--- src/hdl/mme_pkg.sv ---
package mme_pkg;

    // defaults for the top level parameters
    localparam int MAX_DIM_DEF   = 16;
    localparam int ELEM_BITS_DEF = 16;

    // fixed field widths
    localparam int IDX_BITS     = 4;
    localparam int DIM_BITS     = 5;
    localparam int VAL_BITS     = 16;
    localparam int OUT_BITS     = 32;
    localparam int CFG_IDX_BITS = 2;

    // command codes
    typedef enum logic [1:0] {
        CMD_LOAD_A  = 2'd0,
        CMD_LOAD_B  = 2'd1,
        CMD_COMPUTE = 2'd2,
        CMD_NONE    = 2'd3
    } t_cmd;

    // configuration register indexes
    typedef enum logic [CFG_IDX_BITS-1:0] {
        CFG_A_ROWS    = 2'd0,
        CFG_INNER_DIM = 2'd1,
        CFG_B_COLS    = 2'd2,
        CFG_UNUSED    = 2'd3
    } t_cfg;

    // tag that travels with each multiply-accumulate term
    typedef struct packed {
        logic                valid;
        logic                first;
        logic                last_term;
        logic [IDX_BITS-1:0] col;
        logic                last_col;
    } t_tag;

    // one finished product element
    typedef struct packed {
        logic                       valid;
        logic [IDX_BITS-1:0]        col;
        logic                       last;
        logic signed [OUT_BITS-1:0] value;
    } t_res;

    // saturate a written dimension into 1..cap
    function automatic logic [DIM_BITS-1:0] f_clamp(input logic [DIM_BITS-1:0] v,
                                                    input logic [DIM_BITS-1:0] cap);
        logic [DIM_BITS-1:0] r;
        r = v;
        if (v == '0) begin
            r = DIM_BITS'(1);
        end else if (v > cap) begin
            r = cap;
        end
        return r;
    endfunction

endpackage

--- src/hdl/mme_store.sv ---
module mme_store
    import mme_pkg::*;
#(
    parameter int DEPTH  = MAX_DIM_DEF * MAX_DIM_DEF,
    parameter int WIDTH  = ELEM_BITS_DEF,
    parameter int ADDR_W = $clog2(DEPTH)
) (
    input  logic              i_clk,
    input  logic              i_we,
    input  logic [ADDR_W-1:0] i_waddr,
    input  logic [WIDTH-1:0]  i_wdata,
    input  logic [ADDR_W-1:0] i_raddr,
    output logic [WIDTH-1:0]  o_rdata
);

    logic [WIDTH-1:0] r_mem [DEPTH];
    logic [WIDTH-1:0] r_rdata;

    // write port
    always_ff @(posedge i_clk) begin
        if (i_we) begin
            r_mem[i_waddr] <= i_wdata;
        end
    end

    // registered read port
    always_ff @(posedge i_clk) begin
        r_rdata <= r_mem[i_raddr];
    end

    assign o_rdata = r_rdata;

endmodule

--- config.mk ---
export PLATFORM = sky130hd
export DESIGN_NAME = mme_store
export DESIGN_NICKNAME = d
export VERILOG_FILES = /design/src/hdl/mme_pkg.sv /design/src/hdl/mme_store.sv
export SDC_FILE = /design/constraint.sdc
export NUM_CORES = 2
export LEC_CHECK = 0
export CAP_MARGIN = 20
export CORE_UTILIZATION = 30
export CTS_BUF_LIST = sky130_fd_sc_hd__clkbuf_2 sky130_fd_sc_hd__clkbuf_4 sky130_fd_sc_hd__clkbuf_8
export CTS_CLUSTER_SIZE = 40
export DETAILED_ROUTE_END_ITERATION = 6
export DONT_BUFFER_PORTS = 1
export PLACE_DENSITY = 0.43
export SETUP_SLACK_MARGIN = 0.05
export SYNTH_ARGS = -nofsm -noshare
export SYNTH_HDL_FRONTEND = slang
export SYNTH_SLANG_ARGS = --single-unit
--- constraint.sdc ---
create_clock -name i_clk -period 3.5 [get_ports i_clk]
set_input_delay 0.7 -clock i_clk [delete_from_list [all_inputs] [get_ports i_clk]]
set_output_delay 0.7 -clock i_clk [all_outputs]
set_load 0.01 [all_outputs]
==> flow_metrics.py <==
metrics = {
    "hold_path": {
        "hp-start": "i_waddr[1]",
        "hp-class": "input pin to flop",
    },
    "clocking": {
        "clockBufferDepth": 4,
        "cts-root-buf": "clkbuf_8",
        "cts_buffers": 703,
        "cts_tree": "done",
        "htreeDepth": 6,
        "clock_sinks": 4112,
        "path_clk_slew_ns": 0.06,
        "clk_latency_ns": 1.28,
    },
    "floorplanning": {
        "start_util": 0.302,
        "num_rows": 266,
        "die-area_mm2": 0.532,
        "num_io_pins": 50,
        "core_area_mm2": 0.526,
        "die_h_um": 729,
        "die_w_um": 729,
    },
    "outcome": {
        "status": "finished, violations left",
        "violations": "max-slew violations, negative setup slack",
    },
    "setup_path": {
        "arrival_ns": 4.66,
        "setup.worst_path.end_class": "flop",
        "cp.required_ns": 4.65,
        "cp-startpoint": "i_raddr[1]",
        "worstPathMaxFanout": 98,
        "reg2reg_from": "r_mem[130][6]",
        "startpoint_type": "input pin",
        "critPathKind": "input pin to flop",
    },
    "drt": {
        "vias": 79900,
        "wl_mm": 481,
        "antenna_left": 0,
        "routedWlPerCell_um": 30.1,
        "drt_iter0_markers": 7188,
        "first_pass_iters": 5,
        "post-route-drc-count": 0,
        "routed_via_density": 5.01,
    },
    "timing": {
        "fmax_mhz": 285,
        "finClkSkew_ns": 0.0639,
        "slew_violations": 104,
        "rsz0062_at_grt": "no",
        "setup_ws_ns": -0.00816,
        "relSlewSlack": -0.0662,
        "finalHoldViolations": 0,
        "setup_violations": 1,
        "finalSetupTns_ns": -0.00816,
        "fin_crit_sh": 1.00,
        "finalCriticalPeriod_ns": 3.51,
        "worst_slew_pin_slew_ns": 1.60,
    },
    "global_route": {
        "grt_pass1_wl_mm": 664,
        "grt_max_degree": 257,
        "grt_overflow": 0,
        "antenna_found_initial": 25,
        "grt_pass1_vias": 82700,
        "grt_usage": 0.176,
    },
    "placement": {
        "dp_hpwl_mm": 260,
        "gp_congestion": 0.771,
        "io_buffers": 0,
        "place_inst": 14600,
    },
    "synthesis": {
        "syn_avg_cell_area_um2": 21.6,
        "synth-main-ff-cell": "edfxtp_1",
        "syn-instance-count": 7360,
        "synth_fp_nets": 7394,
        "ys_ff_latch": 4112,
        "async_reset_ff_frac": 0,
        "synth-seq-area-share": 0.777,
        "ys_types": 52,
        "synth-edff-count": 4096,
        "yosysWarnings": 0,
        "syn_area_mm2": 0.159,
    },
    "power_and_ir_drop": {
        "leakagePower_nw": 59.6,
        "power_density_mw_per_mm2": 548,
        "vdd_drop_max_v": 0.000469,
    },
    "cells_and_area": {
        "nNetsFinal": 8437,
        "fillers": 48900,
        "area_growth_pct": 17.9,
        "drive_above_1_share": 0.329,
        "instances_no_fill": 15900,
    },
    "run": {
        "max_cap_viol_count": 0,
    },
}
## flip-flops by register name, indices dropped and copies added, names as in the netlist
| signal | flops |
|---|---|
| r_mem | 4096 |
| o_rdata | 16 |
## kinds of logic (layout without fill, tap and decap cells)
logic type	after synthesis	after routing	share of synthesized area
flops	4112	4112	0.777
other cells	0	11	0
mux	1450	1450	0.155
buf+inv	456	2062	0.0169
compound gates	786	786	0.0354
simple gates	556	556	0.0157
## cells in the final DEF (no fill, tap or decap), types with 17 or more instances in the layout
| cell | netlist | layout |
|---|---|---|
| buf_4 | 26 | 634 |
| clkbuf_4 | 0 | 237 |
| mux4_2 | 797 | 797 |
| buf_16 | 0 | 48 |
| a22oi_1 | 43 | 43 |
| a211oi_1 | 18 | 18 |
| nor2_1 | 304 | 134 |
| a21oi_1 | 175 | 175 |
| o221ai_1 | 252 | 252 |
| o22ai_1 | 148 | 148 |
| inv_6 | 0 | 17 |
| edfxtp_1 | 4096 | 4096 |
| clkinv_2 | 0 | 72 |
| buf_12 | 5 | 68 |
| mux2i_1 | 565 | 565 |
| a22o_1 | 32 | 32 |
| clkinv_1 | 0 | 176 |
| a221oi_1 | 28 | 28 |
| clkbuf_8 | 0 | 712 |
| bufinv_16 | 0 | 17 |
| nand2_1 | 38 | 37 |
| nand3_1 | 35 | 26 |
| nor3_1 | 92 | 87 |
| nand4_1 | 26 | 26 |
| mux2_2 | 88 | 88 |
| nor2_2 | 0 | 169 |
| dlygate4sd3_1 | 0 | 26 |
| o21ai_0 | 37 | 37 |
## synth_stat cells, drive strengths merged, types with 35 or more instances
cell    number  area, um^2
edfxtp    4096      123000
a22oi       43         323
nand2       38         143
nand3       35         175
o22ai      148         926
nor2       304        1140
a21oi      175         876
o21ai       38         190
clkbuf     230         863
buf        222        1810
mux4       797       17900
o221ai     253        2220
mux2        88         991
nor3        92         460
mux2i      565        5660
## routing by layer
metal / part of all wire / vias to the layer above / GRT usage
met5: 0 / - / 0
met4: 0.026 / 0 / 0.0457
met3: 0.054 / 624 / 0.0289
met2: 0.48 / 2408 / 0.288
met1: 0.44 / 43400 / 0.244
li1: - / 33600 / -
## power by group
group / internal (W) / switching (W) / total, W / leakage (nW)
sequential: 0.0543 / 0.000116 / 0.0544 / 36.9
clock: 0.0228 / 0.0199 / 0.0427 / 7.22
combinational: 0.00207 / 0.00339 / 0.00546 / 15.4
total: 0.0792 / 0.0234 / 0.103 / 59.6
## metrics by stage
step           hold WS, ns  total power [W]  utilization  area (um^2)  setup slack [ns]
6_report             0.142            0.103        0.356       187000          -0.00816
5_1_grt             0.0719            0.106        0.356       187000            0.0795
4_1_cts            0.00150            0.104        0.354       186000            0.0939
3_5_place_dp         0.826           0.0599        0.327       172000             -2.18
3_3_place_gp         0.830           0.0599        0.327       172000             -2.35
2_1_floorplan        0.799           0.0581            -       159000             0.635
## area by class of cell
class | instances | area [um^2] | area share
flip-flops and latches | 4112 | 123000 | 0.659
clock inverters | 319 | 2070 | 0.0111
repair buffers | 790 | 8100 | 0.0433
inverters | 4 | 27.5 | 0.000147
diodes | 11 | 27.5 | 0.000147
multi-input cells | 2792 | 33300 | 0.178
clock buffers | 949 | 11600 | 0.0619
well taps | 6968 | 8720 | 0.0466
## final timing paths
path,end,slack [ns],cells past startpoint
setup reg to reg,o_rdata[6],0.73,9
setup / recovery,o_rdata[13],-0.008,14
hold reg to reg,o_rdata[4],1.00,5
hold / removal,r_mem[167][15],0.14,3
## critical path, stage by stage
cell,delay [ns]
buf_16,0.19
buf_16,0.40
buf_16,0.21
or2_4,0.35
buf_12,0.19
buf_12,0.18
buf_4,0.18
o221ai_1,0.31
o22ai_1,0.19
a21oi_1,0.23
buf_4,0.25
nand4_1,0.28
buf_4,0.23
nor4_1,0.25
## repair_timing
action / 4_1_cts / 5_1_grt
endpoints found under the hold margin: 4133 / 797
pin swaps: 0 / 2
hold buffers: 28 / 15
gates resized for setup: 2 / 2
setup buffers: 0 / 3
endpoints found under the setup margin: 16 / 11
cloned: 8 / 5
No activity file was read; power rests on OpenSTA's default activity.
