### config.mk
export PLATFORM = sky130hd
export DESIGN_NAME = mme_mac
export DESIGN_NICKNAME = d
export VERILOG_FILES = /design/src/hdl/mme_pkg.sv /design/src/hdl/mme_mac.sv
export SDC_FILE = /design/constraint.sdc
export NUM_CORES = 1
export LEC_CHECK = 0
export BUFFER_PORTS_ARGS = -buffer_cell sky130_fd_sc_hd__buf_2
export CORE_MARGIN = 2
export CORE_UTILIZATION = 58
export CTS_CLUSTER_SIZE = 40
export DETAILED_ROUTE_END_ITERATION = 16
export GPL_TIMING_DRIVEN = 0
export PLACE_DENSITY = 0.79
export SYNTH_ARGS = -nofsm -noshare
export SYNTH_HDL_FRONTEND = slang
export SYNTH_SLANG_ARGS = --single-unit
### constraint.sdc
create_clock -name i_clk -period 7 [get_ports i_clk]
set_clock_uncertainty 0.1 [all_clocks]
set_input_delay 1.4 -clock i_clk [delete_from_list [all_inputs] [get_ports i_clk]]
set_output_delay 1.4 -clock i_clk [all_outputs]
set_load 0.005 [all_outputs]
### src/hdl/mme_pkg.sv
package mme_pkg;

    // defaults for the top level parameters
    localparam int MAX_DIM_DEF   = 16;
    localparam int ELEM_BITS_DEF = 16;

    // fixed field widths
    localparam int IDX_BITS     = 4;
    localparam int DIM_BITS     = 5;
    localparam int VAL_BITS     = 16;
    localparam int OUT_BITS     = 32;
    localparam int CFG_IDX_BITS = 2;

    // command codes
    typedef enum logic [1:0] {
        CMD_LOAD_A  = 2'd0,
        CMD_LOAD_B  = 2'd1,
        CMD_COMPUTE = 2'd2,
        CMD_NONE    = 2'd3
    } t_cmd;

    // configuration register indexes
    typedef enum logic [CFG_IDX_BITS-1:0] {
        CFG_A_ROWS    = 2'd0,
        CFG_INNER_DIM = 2'd1,
        CFG_B_COLS    = 2'd2,
        CFG_UNUSED    = 2'd3
    } t_cfg;

    // tag that travels with each multiply-accumulate term
    typedef struct packed {
        logic                valid;
        logic                first;
        logic                last_term;
        logic [IDX_BITS-1:0] col;
        logic                last_col;
    } t_tag;

    // one finished product element
    typedef struct packed {
        logic                       valid;
        logic [IDX_BITS-1:0]        col;
        logic                       last;
        logic signed [OUT_BITS-1:0] value;
    } t_res;

    // saturate a written dimension into 1..cap
    function automatic logic [DIM_BITS-1:0] f_clamp(input logic [DIM_BITS-1:0] v,
                                                    input logic [DIM_BITS-1:0] cap);
        logic [DIM_BITS-1:0] r;
        r = v;
        if (v == '0) begin
            r = DIM_BITS'(1);
        end else if (v > cap) begin
            r = cap;
        end
        return r;
    endfunction

endpackage

### src/hdl/mme_mac.sv
module mme_mac
    import mme_pkg::*;
#(
    parameter int EW = ELEM_BITS_DEF
) (
    input  logic                 i_clk,
    input  logic                 i_rst_n,
    input  t_tag                 i_tag,
    input  logic signed [EW-1:0] i_a,
    input  logic signed [EW-1:0] i_b,
    output t_res                 o_res
);

    localparam int PROD_W = 2 * EW;
    localparam int ACC_W  = PROD_W + 5;

    t_tag                     r_t1;
    t_tag                     r_t2;
    t_res                     r_res;
    logic signed [PROD_W-1:0] r_prod;
    logic signed [ACC_W-1:0]  r_acc;
    logic signed [ACC_W-1:0]  n_acc;
    logic signed [ACC_W-1:0]  prod_ext;
    logic signed [OUT_BITS-1:0] sat_value;

    // product stage
    always_ff @(posedge i_clk) begin
        r_prod <= i_a * i_b;
    end

    always_ff @(posedge i_clk) begin
        if (!i_rst_n) begin
            r_t1 <= '0;
        end else begin
            r_t1 <= i_tag;
        end
    end

    // accumulate stage
    assign prod_ext = ACC_W'(r_prod);

    always_comb begin
        n_acc = r_acc;
        if (r_t1.valid) begin
            n_acc = r_t1.first ? prod_ext : r_acc + prod_ext;
        end
    end

    always_ff @(posedge i_clk) begin
        r_acc <= n_acc;
    end

    always_ff @(posedge i_clk) begin
        if (!i_rst_n) begin
            r_t2 <= '0;
        end else begin
            r_t2 <= '{valid: r_t1.valid & r_t1.last_term, first: r_t1.first,
                      last_term: r_t1.last_term, col: r_t1.col, last_col: r_t1.last_col};
        end
    end

    // saturate to the signed 32 bit range
    generate
        if (ACC_W <= OUT_BITS) begin : g_narrow
            assign sat_value = OUT_BITS'(r_acc);
        end else begin : g_wide
            always_comb begin
                if (r_acc[ACC_W-1:OUT_BITS-1] == '0 || r_acc[ACC_W-1:OUT_BITS-1] == '1) begin
                    sat_value = r_acc[OUT_BITS-1:0];
                end else if (r_acc[ACC_W-1]) begin
                    sat_value = {1'b1, {(OUT_BITS-1){1'b0}}};
                end else begin
                    sat_value = {1'b0, {(OUT_BITS-1){1'b1}}};
                end
            end
        end
    endgenerate

    // result stage
    always_ff @(posedge i_clk) begin
        if (!i_rst_n) begin
            r_res <= '0;
        end else begin
            r_res <= '{valid: r_t2.valid, col: r_t2.col, last: r_t2.last_col,
                       value: sat_value};
        end
    end

    assign o_res = r_res;

endmodule
==> impl_metrics.env, run 1 <==
export IMPL_fmax_mhz=147
export IMPL_ys_types=62
export IMPL_ant_nets=0
export IMPL_final_cell_mix="inv_1, fa_1, nand2_1"
export IMPL_status="finished, final reports clean"
export IMPL_syn_to_final_growth_pct=10.1
export IMPL_dieArea_um2=27700
export IMPL_post_drt_via_cell_ratio=5.47
export IMPL_yosys_area_share_simple_pct=14.8
export IMPL_hpwl_um=29300
export IMPL_synth_compound_area_share_pct=10.4
export IMPL_antenna_found_initial=0
export IMPL_yosys_area_top_type="fa_1"
export IMPL_crit_top_cell="fa_1"
export IMPL_die_w_um=166
export IMPL_async_flop_share_pct=0
export IMPL_cts_max_level=4
export IMPL_cp_slowest_cell="fa_1"
export IMPL_clock_sinks=121
export IMPL_reg2reg_to="r_acc[29]"
export IMPL_cp_required_ps=7230
export IMPL_layout_drive_gt1_share_pct=9.44
export IMPL_ys_ff_latch=121
export IMPL_synth_flop_cell="dfxtp_1"
export IMPL_worst_slew_pin_slew_ps=944
export IMPL_slew_viol_final=0
export IMPL_root_buffer="clkbuf_16"
export IMPL_cp_startpoint="i_b[4]"
export IMPL_syn_cell_area_um2=15300
export IMPL_wl_um=34700
export IMPL_synth_top_family_by_area="adder cells"
export IMPL_nets=2126
export IMPL_maxCapViolations=0
export IMPL_yosysWarnings=0
export IMPL_grt_start_max_net_pins=39
export IMPL_min_to="o_res[37]"
export IMPL_netlist_instances=1615
export IMPL_synth_edf_count=37
export IMPL_stdcell_count=2051
export IMPL_hp_start="r_t2[7]"
export IMPL_finalHoldViolations=0
export IMPL_cts_buffers=17
export IMPL_num_vias=11200
export IMPL_cts_tree="yes"
export IMPL_clk_pin_slew_ps=50
export IMPL_io_pins=80
export IMPL_grt_pass1_wl_um=58800
export IMPL_regToRegStartpoint="r_acc[8]"
export IMPL_grt_pass1_vias=11900
export IMPL_worst_r2r_path_depth=10
export IMPL_die_y_um=166
export IMPL_synth_fp_nets=2038
export IMPL_clkLatencyLatePin_ps=410
export IMPL_worstPathArrival_ps=7010
export IMPL_core_um2=26000
export IMPL_avgSynthCellArea_um2=9.47
export IMPL_drc_errors=0
export IMPL_period_minus_slack_ps=6790
export IMPL_slowest_delay_ps=550
export IMPL_crit_path_start_kind="input pin"
export IMPL_path_cells="buf_2, buf_2, and2_1, fa_1, inv_1, fa_1, fa_1, fa_1, inv_1, fa_1, fa_1, ha_1, a2111o_1, o21a_1, and2_1, a41oi_2, o21bai_1, a21oi_1, xnor2_1"
export IMPL_dp_cells=2029
export IMPL_drt_iter0_drc=699
export IMPL_setup_viol=0
export IMPL_routedWlPerCell_um=16.9
export IMPL_antennaDiodeCount=0
export IMPL_io_buffers=79
export IMPL_clockBufferDepth=2
export IMPL_drt_pass1_iterations=5
export IMPL_rows=59
export IMPL_start_util_pct=58.9
export IMPL_layout_commonest_cell="inv_1"
export IMPL_yosys_top_cells_area="fa_1, dfxtp_1, ha_1"
export IMPL_crit_type="input pin to flip-flop"
export IMPL_rrSetupSlack_ps=3560
export IMPL_hp_class="flip-flop to flip-flop"
export IMPL_grt_usage_pct=26.5
export IMPL_synthMuxAreaShare_pct=0.270
export IMPL_min_path_cells=1
export IMPL_yosysTopAreaCellShare_pct=34.4
export IMPL_place_congestion=0.954
export IMPL_maxSlewHeadroom_pct=37.1
export IMPL_seq_area_frac_synth_pct=18.3
export IMPL_synth_fa_ha_area_share_pct=44.1
export IMPL_finalCritPeriodShare_pct=97.0
export IMPL_synth_xor_area_share_pct=3.55
export IMPL_endpoint_kind="flip-flop"
export IMPL_overflow=0
export IMPL_worstPathMaxFanout=10
per-layer routing:
layer  global-route usage [%]  up-vias  routed length [µm]
li1                         -     5235                   -
met1                     34.3     5526               14700
met2                     45.7      403               16900
met3                     4.98       57                2430
met4                     7.50        0                 736
met5                        0        -                   0
cell families (layout without fill, tap and decap cells):
| group | count (synthesis) | count (layout) |
|---|---|---|
| AO/OA/AOI/OAI | 236 | 236 |
| XOR/XNOR | 62 | 62 |
| adder cells (fa/ha/maj) | 381 | 381 |
| buffers and inverters | 349 | 450 |
| flip-flops | 121 | 121 |
| multiplexers | 4 | 4 |
| AND/OR/NAND/NOR | 462 | 462 |
cell usage after synthesis (37+ instances only):
master and count:
nor2_1 43, fa_1 263, inv_1 299, dfxtp_1 84, edfxtp_1 37, a21oi_1 53, nand2_1 203, ha_1 118
xnor2_1 44, clkbuf_1 49, o21ai_0 39, and2_1 149
registers in the layout (all words and copies together) (netlist names):
register / cells
r_acc: 37
r_prod: 32
r_t2: 6
o_res: 38
r_t1: 8
stage by stage:
stage | hold slack (ps) | area (µm²) | util (%) | TNS (ps) | setup WS [ps]
after detailed placement | 318 | 16100 | 62.0 | -8910 | -970
after global placement | 313 | 16100 | 62.0 | -7040 | -852
after CTS | 333 | 16700 | 64.4 | 0 | 7.76
after floorplan | 306 | 15300 | - | 0 | 156
after global routing | 337 | 16800 | 64.8 | -43.8 | -43.8
final | 331 | 16800 | 64.8 | 0 | 212
cell type report:
class	count	area [µm²]
fill	2103	9140
buffer	39	250
tap	335	419
clock buffer	18	439
multi-input combinational	1145	11300
inverter	299	1120
timing repair buffer	80	408
sequential	121	2790
clock inverter	14	149
how the worst max path moves through the flow:
stage,to,slack [ps],cells past startpoint
6_report,r_prod[18],210,19
5_1_grt,r_prod[28],-40,22
4_1_cts,r_prod[31],8,24
3_5_place_dp,r_prod[31],-970,21
3_3_place_gp,r_prod[31],-850,24
2_1_floorplan,r_prod[26],160,21
critical path, delay by kind of cell:
kind / cells / cell delay (ps)
XOR/XNOR: 1 / 160
AO/OA/AOI/OAI: 5 / 1290
buffers and inverters: 4 / 430
adder cells (fa/ha/maj): 7 / 3360
AND/OR/NAND/NOR: 2 / 370
timing repair:
item                       in CTS  in global routing
resized for setup              27                 72
pin swaps                       1                  5
setup endpoints to repair      11                 10
hold endpoints to repair        0                  0
setup buffers                   0                  1
hold buffers                    0                  0
Power of run 1 is not shown: default switching activity piles up to over one toggle a cycle in this logic, so the estimate is an artifact.
==> inputs of run 2 (changes only) <==
Settings changed: CTS_BUF_LIST from default to sky130_fd_sc_hd__clkbuf_16.
==> run 2 against run 1 <==
  * Fmax hardly changed
  * Via count is 0.58% lower
  * Flip-flop and latch count did not move
  * Clock-buffer cell count is 1 lower
  * Non-clock buffer count unchanged
  * Critical path depth up 5
  * Die area unchanged
  * Final cell count did not move
  * Critical endpoint is now r_prod[31]
  * Largest cell class unchanged
==> impl_metrics.env, run 2 (synthesis gave the netlist of run 1 again) <==
export IMPL_grt_pass1_wl_um=58900
export IMPL_drt_pass1_iterations=5
export IMPL_endpoint_kind="flip-flop"
export IMPL_place_congestion=0.954
export IMPL_hpwl_um=29300
export IMPL_post_drt_via_cell_ratio=5.44
export IMPL_min_path_cells=1
export IMPL_finalCritPeriodShare_pct=97.1
export IMPL_root_buffer="clkbuf_16"
export IMPL_path_buf_inv=7
export IMPL_crit_top_cell="fa_1"
export IMPL_finalHoldViolations=0
export IMPL_rrSetupSlack_ps=3680
export IMPL_clk_pin_slew_ps=60
export IMPL_regToRegStartpoint="r_acc[8]"
export IMPL_grt_usage_pct=26.5
export IMPL_dieArea_um2=27700
export IMPL_antenna_found_initial=0
export IMPL_grt_start_max_net_pins=39
export IMPL_ant_nets=0
export IMPL_wl_um=34700
export IMPL_min_to="o_res[37]"
export IMPL_drc_errors=0
export IMPL_cp_startpoint="i_b[7]"
export IMPL_nets=2126
export IMPL_maxSlewHeadroom_pct=36.4
export IMPL_antennaDiodeCount=0
export IMPL_stdcell_count=2051
export IMPL_layout_commonest_cell="inv_1"
export IMPL_cts_buffers=17
export IMPL_routedWlPerCell_um=16.9
export IMPL_grt_pass1_vias=11900
export IMPL_critPathTopFamily="adder cells"
export IMPL_worst_r2r_path_depth=10
export IMPL_cts_max_level=4
export IMPL_clkLatencyLatePin_ps=410
export IMPL_crit_path_start_kind="input pin"
export IMPL_clock_sinks=121
export IMPL_cts_hold_buf=0
export IMPL_num_vias=11200
export IMPL_worst_slew_pin_slew_ps=954
export IMPL_die_w_um=166
export IMPL_largest_register_ffs=38
export IMPL_slew_viol_final=0
export IMPL_final_cell_mix="inv_1, fa_1, nand2_1"
export IMPL_dp_cells=2029
export IMPL_rows=59
export IMPL_setup_viol=0
export IMPL_worstPathArrival_ps=6980
export IMPL_die_y_um=166
export IMPL_io_buffers=79
export IMPL_drt_iter0_drc=719
export IMPL_layout_drive_gt1_share_pct=9.44
export IMPL_status="finished, final reports clean"
export IMPL_cts_tree="yes"
export IMPL_hp_start="r_t2[7]"
export IMPL_clockBufferDepth=2
export IMPL_worstPathMaxFanout=10
export IMPL_cp_required_ps=7190
export IMPL_io_pins=80
export IMPL_start_util_pct=58.9
export IMPL_hp_class="flip-flop to flip-flop"
export IMPL_path_cells="buf_2, buf_6, nand2_1, fa_1, inv_1, fa_1, inv_1, fa_1, inv_1, fa_1, fa_1, inv_1, fa_1, inv_1, ha_2, a21oi_1, o31ai_1, a21oi_1, nor2b_2, o31ai_4, a31oi_4, a211oi_2, o21bai_1, xnor2_1"
export IMPL_core_um2=26000
export IMPL_cp_slowest_cell="fa_1"
export IMPL_crit_type="input pin to flip-flop"
export IMPL_slowest_delay_ps=530
export IMPL_maxCapViolations=0
export IMPL_reg2reg_to="r_acc[29]"
export IMPL_fmax_mhz=147
export IMPL_syn_to_final_growth_pct=10.1
export IMPL_overflow=0
export IMPL_utilization_pct=64.8
export IMPL_fillers=2102
export IMPL_period_minus_slack_ps=6790
-- run 2: worst max-delay path by stage --
stage                      end  slack, ps  cells past startpoint
detailed placement  r_prod[31]       -970                     21
global placement    r_prod[31]       -850                     24
finish              r_prod[31]        210                     24
floorplan           r_prod[26]        160                     21
CTS                 r_prod[31]          8                     24
global route        r_prod[28]        -20                     22
-- run 2: area by class of cell --
type	count	area, µm²	share of cell area, %
clock buffers	17	425	2.53
inverters	299	1120	6.66
clock inverters	15	153	0.906
well taps	335	419	2.49
repair buffers	80	408	2.42
plain buffers	39	254	1.51
multi-input cells	1145	11300	66.9
flip-flops and latches	121	2790	16.6
-- run 2: repair_timing --
item                       CTS  global route
buffers inserted             0             1
setup endpoints to repair   11            10
gates cloned                 0             0
pin swaps                    1             5
gates resized for setup     27            74
-- run 2: worst register-to-register path, delay by kind of cell (launching register included) --
family / cells / cell delay (ps)
adder cells (fa/ha/maj): 1 / 360
AND/OR/NAND/NOR: 2 / 570
AO/OA/AOI/OAI: 7 / 1650
flip-flops: 1 / 410
-- run 2: routing by layer --
metal / GRT usage, % / share of wire (%) / vias to the layer above
li1: - / - / 5234
met1: 34.7 / 42 / 5479
met2: 46.1 / 49 / 397
met3: 4.12 / 7.2 / 46
met4: 7.16 / 1.8 / 0
met5: 0 / 0 / -
-- run 2: per-stage QoR --
step / setup TNS, ps / setup slack (ps) / hold slack [ps] / cell area (µm²)
floorplan: 0 / 156 / 306 / 15300
global placement: -7040 / -852 / 313 / 16100
detailed placement: -8910 / -970 / 318 / 16100
CTS: 0 / 7.76 / 333 / 16700
global route: -16.4 / -16.4 / 337 / 16800
finish: 0 / 206 / 331 / 16800
Power of run 2 is left out for the same reason.
